<file path="src/rtl/core/tpm_pkg.sv">
package tpm_pkg;

	// Default sizes handed to the top level parameters
	localparam int NODE_COUNT_DEF   = 4096;
	localparam int LIST_DEPTH_DEF   = 4;
	localparam int ADDRESS_BITS_DEF = 32;

	// Result status codes
	localparam logic [1:0] ST_OK        = 2'd0;
	localparam logic [1:0] ST_POOL_FULL = 2'd1;
	localparam logic [1:0] ST_LIST_FULL = 2'd2;

	// Kind of a single closing result
	typedef enum logic [1:0] {
		EK_OK,
		EK_POOL,
		EK_LIST,
		EK_MISS
	} emit_kind_t;

	// Controller to datapath commands
	typedef struct packed {
		logic       ready;       // input side may transfer
		logic       rd_trie;     // read child and count stores at the current node
		logic       rd_ent;      // read a list entry
		logic       ent_best;    // list entry address uses the best node
		logic       step_child;  // move to the existing child
		logic       alloc_link;  // link the next free node into the parent slot
		logic       alloc_init;  // clear the new node and move to it
		logic       mark_best;   // remember the node if its list is non-empty
		logic       idx_inc;     // advance the list index
		logic       list_add;    // append the country to the current list
		logic       emit_done;   // load a closing result of kind emit_kind
		logic       emit_hit;    // load a matched country result
		emit_kind_t emit_kind;
	} tpm_cmd_t;

	// Datapath to controller status
	typedef struct packed {
		logic in_valid;
		logic in_action;
		logic ins_end;    // insert walk reached the prefix length
		logic lk_end;     // lookup walk used all address bits
		logic slot_zero;  // chosen child is absent
		logic pool_full;
		logic idx_end;    // list index reached the list count
		logic list_full;
		logic ent_match;
		logic have;       // lookup saw a non-empty list
		logic hit_last;
		logic out_free;
	} tpm_sts_t;

endpackage

</file>
<file path="src/rtl/core/tpm_ctrl.sv">
module tpm_ctrl
	import tpm_pkg::*;
(
	input  logic     clk,
	input  logic     arst_n,
	input  tpm_sts_t sts,
	output tpm_cmd_t cmd
);

	typedef enum logic [3:0] {
		S_IDLE,
		S_I_RD,
		S_I_EV,
		S_I_AL,
		S_L_CHK,
		S_L_EV,
		S_K_RD,
		S_K_EV,
		S_K_DONE,
		S_O_RD,
		S_O_EM,
		S_EMIT
	} state_t;

	state_t     state_q, state_d;
	emit_kind_t kind_q, kind_d;

	// Next state and commands
	always_comb begin
		state_d = state_q;
		kind_d  = kind_q;
		cmd     = '0;
		cmd.emit_kind = kind_q;
		case (state_q)
			S_IDLE: begin
				cmd.ready = 1'b1;
				if (sts.in_valid) begin
					state_d = sts.in_action ? S_K_RD : S_I_RD;
				end
			end
			S_I_RD: begin
				cmd.rd_trie = 1'b1;
				state_d = S_I_EV;
			end
			S_I_EV: begin
				if (sts.ins_end) begin
					state_d = S_L_CHK;
				end else if (!sts.slot_zero) begin
					cmd.step_child = 1'b1;
					state_d = S_I_RD;
				end else if (sts.pool_full) begin
					kind_d  = EK_POOL;
					state_d = S_EMIT;
				end else begin
					cmd.alloc_link = 1'b1;
					state_d = S_I_AL;
				end
			end
			S_I_AL: begin
				cmd.alloc_init = 1'b1;
				state_d = S_I_RD;
			end
			S_L_CHK: begin
				if (sts.idx_end) begin
					if (sts.list_full) begin
						kind_d = EK_LIST;
					end else begin
						cmd.list_add = 1'b1;
						kind_d = EK_OK;
					end
					state_d = S_EMIT;
				end else begin
					cmd.rd_ent = 1'b1;
					state_d = S_L_EV;
				end
			end
			S_L_EV: begin
				if (sts.ent_match) begin
					kind_d  = EK_OK;
					state_d = S_EMIT;
				end else begin
					cmd.idx_inc = 1'b1;
					state_d = S_L_CHK;
				end
			end
			S_K_RD: begin
				cmd.rd_trie = 1'b1;
				state_d = S_K_EV;
			end
			S_K_EV: begin
				cmd.mark_best = 1'b1;
				if (sts.lk_end || sts.slot_zero) begin
					state_d = S_K_DONE;
				end else begin
					cmd.step_child = 1'b1;
					state_d = S_K_RD;
				end
			end
			S_K_DONE: begin
				if (sts.have) begin
					state_d = S_O_RD;
				end else begin
					kind_d  = EK_MISS;
					state_d = S_EMIT;
				end
			end
			S_O_RD: begin
				cmd.rd_ent   = 1'b1;
				cmd.ent_best = 1'b1;
				state_d = S_O_EM;
			end
			S_O_EM: begin
				if (sts.out_free) begin
					cmd.emit_hit = 1'b1;
					if (sts.hit_last) begin
						state_d = S_IDLE;
					end else begin
						cmd.idx_inc = 1'b1;
						state_d = S_O_RD;
					end
				end
			end
			S_EMIT: begin
				if (sts.out_free) begin
					cmd.emit_done = 1'b1;
					state_d = S_IDLE;
				end
			end
			default: begin
				state_d = S_IDLE;
			end
		endcase
	end

	// Hold state and pending result kind
	always_ff @(posedge clk or negedge arst_n) begin
		if (!arst_n) begin
			state_q <= S_IDLE;
			kind_q  <= EK_OK;
		end else begin
			state_q <= state_d;
			kind_q  <= kind_d;
		end
	end

endmodule

</file>
<file path="config.mk">
export PLATFORM = sky130hd
export DESIGN_NAME = tpm_ctrl
export DESIGN_NICKNAME = d
export VERILOG_FILES = /design/src/rtl/core/tpm_pkg.sv /design/src/rtl/core/tpm_ctrl.sv
export SDC_FILE = /design/constraint.sdc
export NUM_CORES = 1
export LEC_CHECK = 0
export BUFFER_PORTS_ARGS = -buffer_cell sky130_fd_sc_hd__buf_4
export CAP_MARGIN = 5
export CORE_MARGIN = 1
export CORE_UTILIZATION = 42
export DETAILED_ROUTE_END_ITERATION = 8
export HOLD_SLACK_MARGIN = 0.02
export PLACE_DENSITY = 0.71
export SYNTH_ARGS = -nofsm -noshare
export SYNTH_HDL_FRONTEND = slang
export SYNTH_SLANG_ARGS = --single-unit
</file>
<file path="constraint.sdc">
create_clock -name clk -period 1.75 [get_ports clk]
set_input_delay 0 -clock clk [delete_from_list [all_inputs] [get_ports clk]]
set_output_delay 0 -clock clk [all_outputs]
set_load 0.005 [all_outputs]
</file>
==> metrics.md <==
| Metric | Value |
|---|---|
| Status | finished, final reports clean |
| Largest net degree at the start of global routing | 11 |
| RSZ-0062 raised after global routing | false |
| Endpoints failing hold | 0 |
| Synth Register Bits | 6 |
| Row count | 14 |
| Placer congestion estimate | 0.863 |
| Synth cell types | 33 |
| Tot Pwr | 1.40 mW |
| Fin crit share | 0.941 |
| Die height | 42.6 um |
| Final setup viols | 0 |
| Min-Delay Path Class | in -> reg |
| Ys flop type | dfrtp_1 |
| Via density | between 5 and 6 |
| Cell Area, Synth | 693 um^2 |
| Initial DRC count | 11 |
| Peak supply drop | ~0.76 mV |
| Worst Clk Skew | ~0.0024 ns |
| Clock Latency Late Sink | approximately 0.24 ns |
| Dpl cells | ~140 |
| Final #Nets | roughly 140 |
| Setup crit end kind | flip-flop |
| Ys Warns | 0 |
| Seq/Total Area, Yosys | 0.217 |
| H-Tree Level Count | 1 |
| Core area | between 1500 and 2000 um^2 |
| DRT Pass-1 Iters | 4 |
| Initial Util | 0.455 |
| Area growth from synthesis to layout | 42.8% |
| Die area | about 1800 um^2 |
| Worst rel slew slack | 0.732 |
| Final core utilization | 0.649 |
| Horiz. Die Dim | 42.6 um |
| CP Max Fanout | 4 |
| Max Slew Vio Count | 0 |
| Final global-route overflow total | 0 |
| Non-filler cells, final | 141 |
| Ant. Diodes | 0 |
| Placed inst area | 941 um^2 |
| Slew @ Worst Pin | 0.398 ns |
| Routed via count | about 800 |
| Synth Area per Inst | 7.70 um^2 |
| Setup CP Type | reg -> reg |
| Post-Syn Instances | 90 |
| Vias in the first global route | 731 |
| Clk slew on worst S/H paths | roughly 0.040 ns |
| CP required | between 1.5 and 2 ns |
| Post-route ant nets | 0 |
| Layout cell share with drive strength beyond 1 | 0.384 |
| Post-detail-place hpwl | 1.54 mm |
| Num CTS Buffers | 3 |
| CTS Root Cell | clkbuf_4 |
| First-pass GRT wire length | 3.22 mm |
| Ys async rst share | 1.00 |
| Clock sink count | 6 |
| GRT Overall Usage | 0.232 |
| Num ports | 28 |
| Max Freq | between 0.6 and 0.7 GHz |
| Initial antenna violation count | 0 |
| Place WS | 0.0827 ns |
| Pwr per Cell Area | about 1400 nW/um^2 |
| DRC | 0 |
| Filler instances | 145 |
| Worst setup SP type | flip-flop |
| Setup TNS | 0 ns |
| Fin area | approximately 990 um^2 |
| Min Tclk post-route | 1.65 ns |
| Mapped Nets | between 100 and 150 |
| Overall routed net length | just under 2 mm |
| Hold Slack | a little under 0.09 ns |
| Post-synth EDFFs | 0 |
| Wirelength per Cell | 13.7 um |
| CP Data Arrival Time | 1.76 ns |
| Final critical-path setup slack | 0.102 ns |
| Leak Pwr | between 0.4 and 0.5 nW |
| CTS tree | yes |
| CTS max path bufs | 2 |
| Buffers on Ports | 27 |
| Max-cap viol count | 0 |
sequential cells by signal, indices dropped and copies added (netlist names):
signal / cells
kind_q: 2
state_q: 4
synthesized netlist by cell type (2+ instances only):
| cell type | count | area share |
|---|---|---|
| nor3_1 | 6 | 0.043 |
| dfrtp_1 | 6 | 0.22 |
| buf_6 | 2 | 0.032 |
| o22ai_1 | 2 | 0.018 |
| nand2b_1 | 5 | 0.045 |
| nor2b_2 | 2 | 0.025 |
| a22oi_1 | 2 | 0.022 |
| nor2_1 | 12 | 0.065 |
| nand3_1 | 2 | 0.014 |
| a32oi_1 | 3 | 0.038 |
| and4b_1 | 2 | 0.029 |
| nand2_1 | 8 | 0.043 |
| a21oi_1 | 4 | 0.029 |
| mux2_4 | 2 | 0.043 |
| mux2i_1 | 2 | 0.029 |
| buf_2 | 4 | 0.029 |
| inv_1 | 5 | 0.027 |
| o21ai_0 | 2 | 0.014 |
| nor2b_1 | 4 | 0.036 |
| o21bai_1 | 2 | 0.022 |
layout make-up:
type	count	area, um^2	share of cell area
clock buffers	3	22.5	0.0228
inverters	5	18.8	0.0190
multi-input cells	73	488	0.493
flip-flops and latches	6	150	0.152
well taps	16	20.0	0.0202
repair buffers	38	290	0.293
final timing paths:
check | start | to | slack [ns] | depth (start not counted)
worst max-delay path | state_q[0]$_DFFE_PN0P_ | kind_q[1]$_DFFE_PN0P_ | 0.10 | 4
worst min-delay path | sts[9] | state_q[2]$_DFFE_PN0P_ | 0.09 | 3
worst max register to register | state_q[0]$_DFFE_PN0P_ | kind_q[1]$_DFFE_PN0P_ | 0.10 | 4
worst min register to register | kind_q[1]$_DFFE_PN0P_ | kind_q[1]$_DFFE_PN0P_ | 0.52 | 1
max in group asynchronous | arst_n | state_q[2]$_DFFE_PN0P_ | 1.51 | 2
min in group asynchronous | arst_n | state_q[1]$_DFFE_PN0P_ | 0.12 | 2
metal layers:
metal  vias up  part of all wire  GRT usage
met5         -                 0          0
met4         0                 0          0
met3         0             0.048     0.0776
met2        24              0.51      0.397
met1       375              0.44      0.299
li1        398                 -          -
power by group:
part	total, mW	switching, mW	internal, mW
registers	0.283	0.0894	0.194
clock network	0.120	0.0428	0.0771
logic	1.00	0.480	0.519
total	1.40	0.613	0.790
critical path: stages (launching register included):
cell	delay [ns]
dfrtp_1	0.44
mux2_4	0.32
or3_4	0.34
o211ai_2	0.11
mux2_4	0.32
cell usage in the layout, fill, tap and decap left out, types with 3 or more instances in the layout:
cell type / synthesis / layout
inv_1: 5 / 5
buf_4: 0 / 36
nor2b_1: 4 / 4
a32oi_1: 3 / 3
dfrtp_1: 6 / 6
nand2_1: 8 / 8
a21oi_1: 4 / 4
nor2_1: 12 / 12
nand2b_1: 5 / 5
nor3_1: 6 / 6
clkbuf_4: 0 / 3
timing repair:
action | CTS | global route
hold buffers | 2 | 0
endpoints found under the hold margin | 7 | 0
endpoints found under the setup margin | 0 | 2
resized for setup | 0 | 1
setup buffers | 0 | 0
kinds of logic (layout without fill, tap and decap cells):
group	count (synthesis)	in the layout	synth area share
AOI/OAI and AO/OA	23	23	0.242
buffers and inverters	11	46	0.0884
DFF	6	6	0.217
muxes	4	4	0.0722
and+or+nand+nor	46	46	0.381
(Power assumes the default switching activity.)
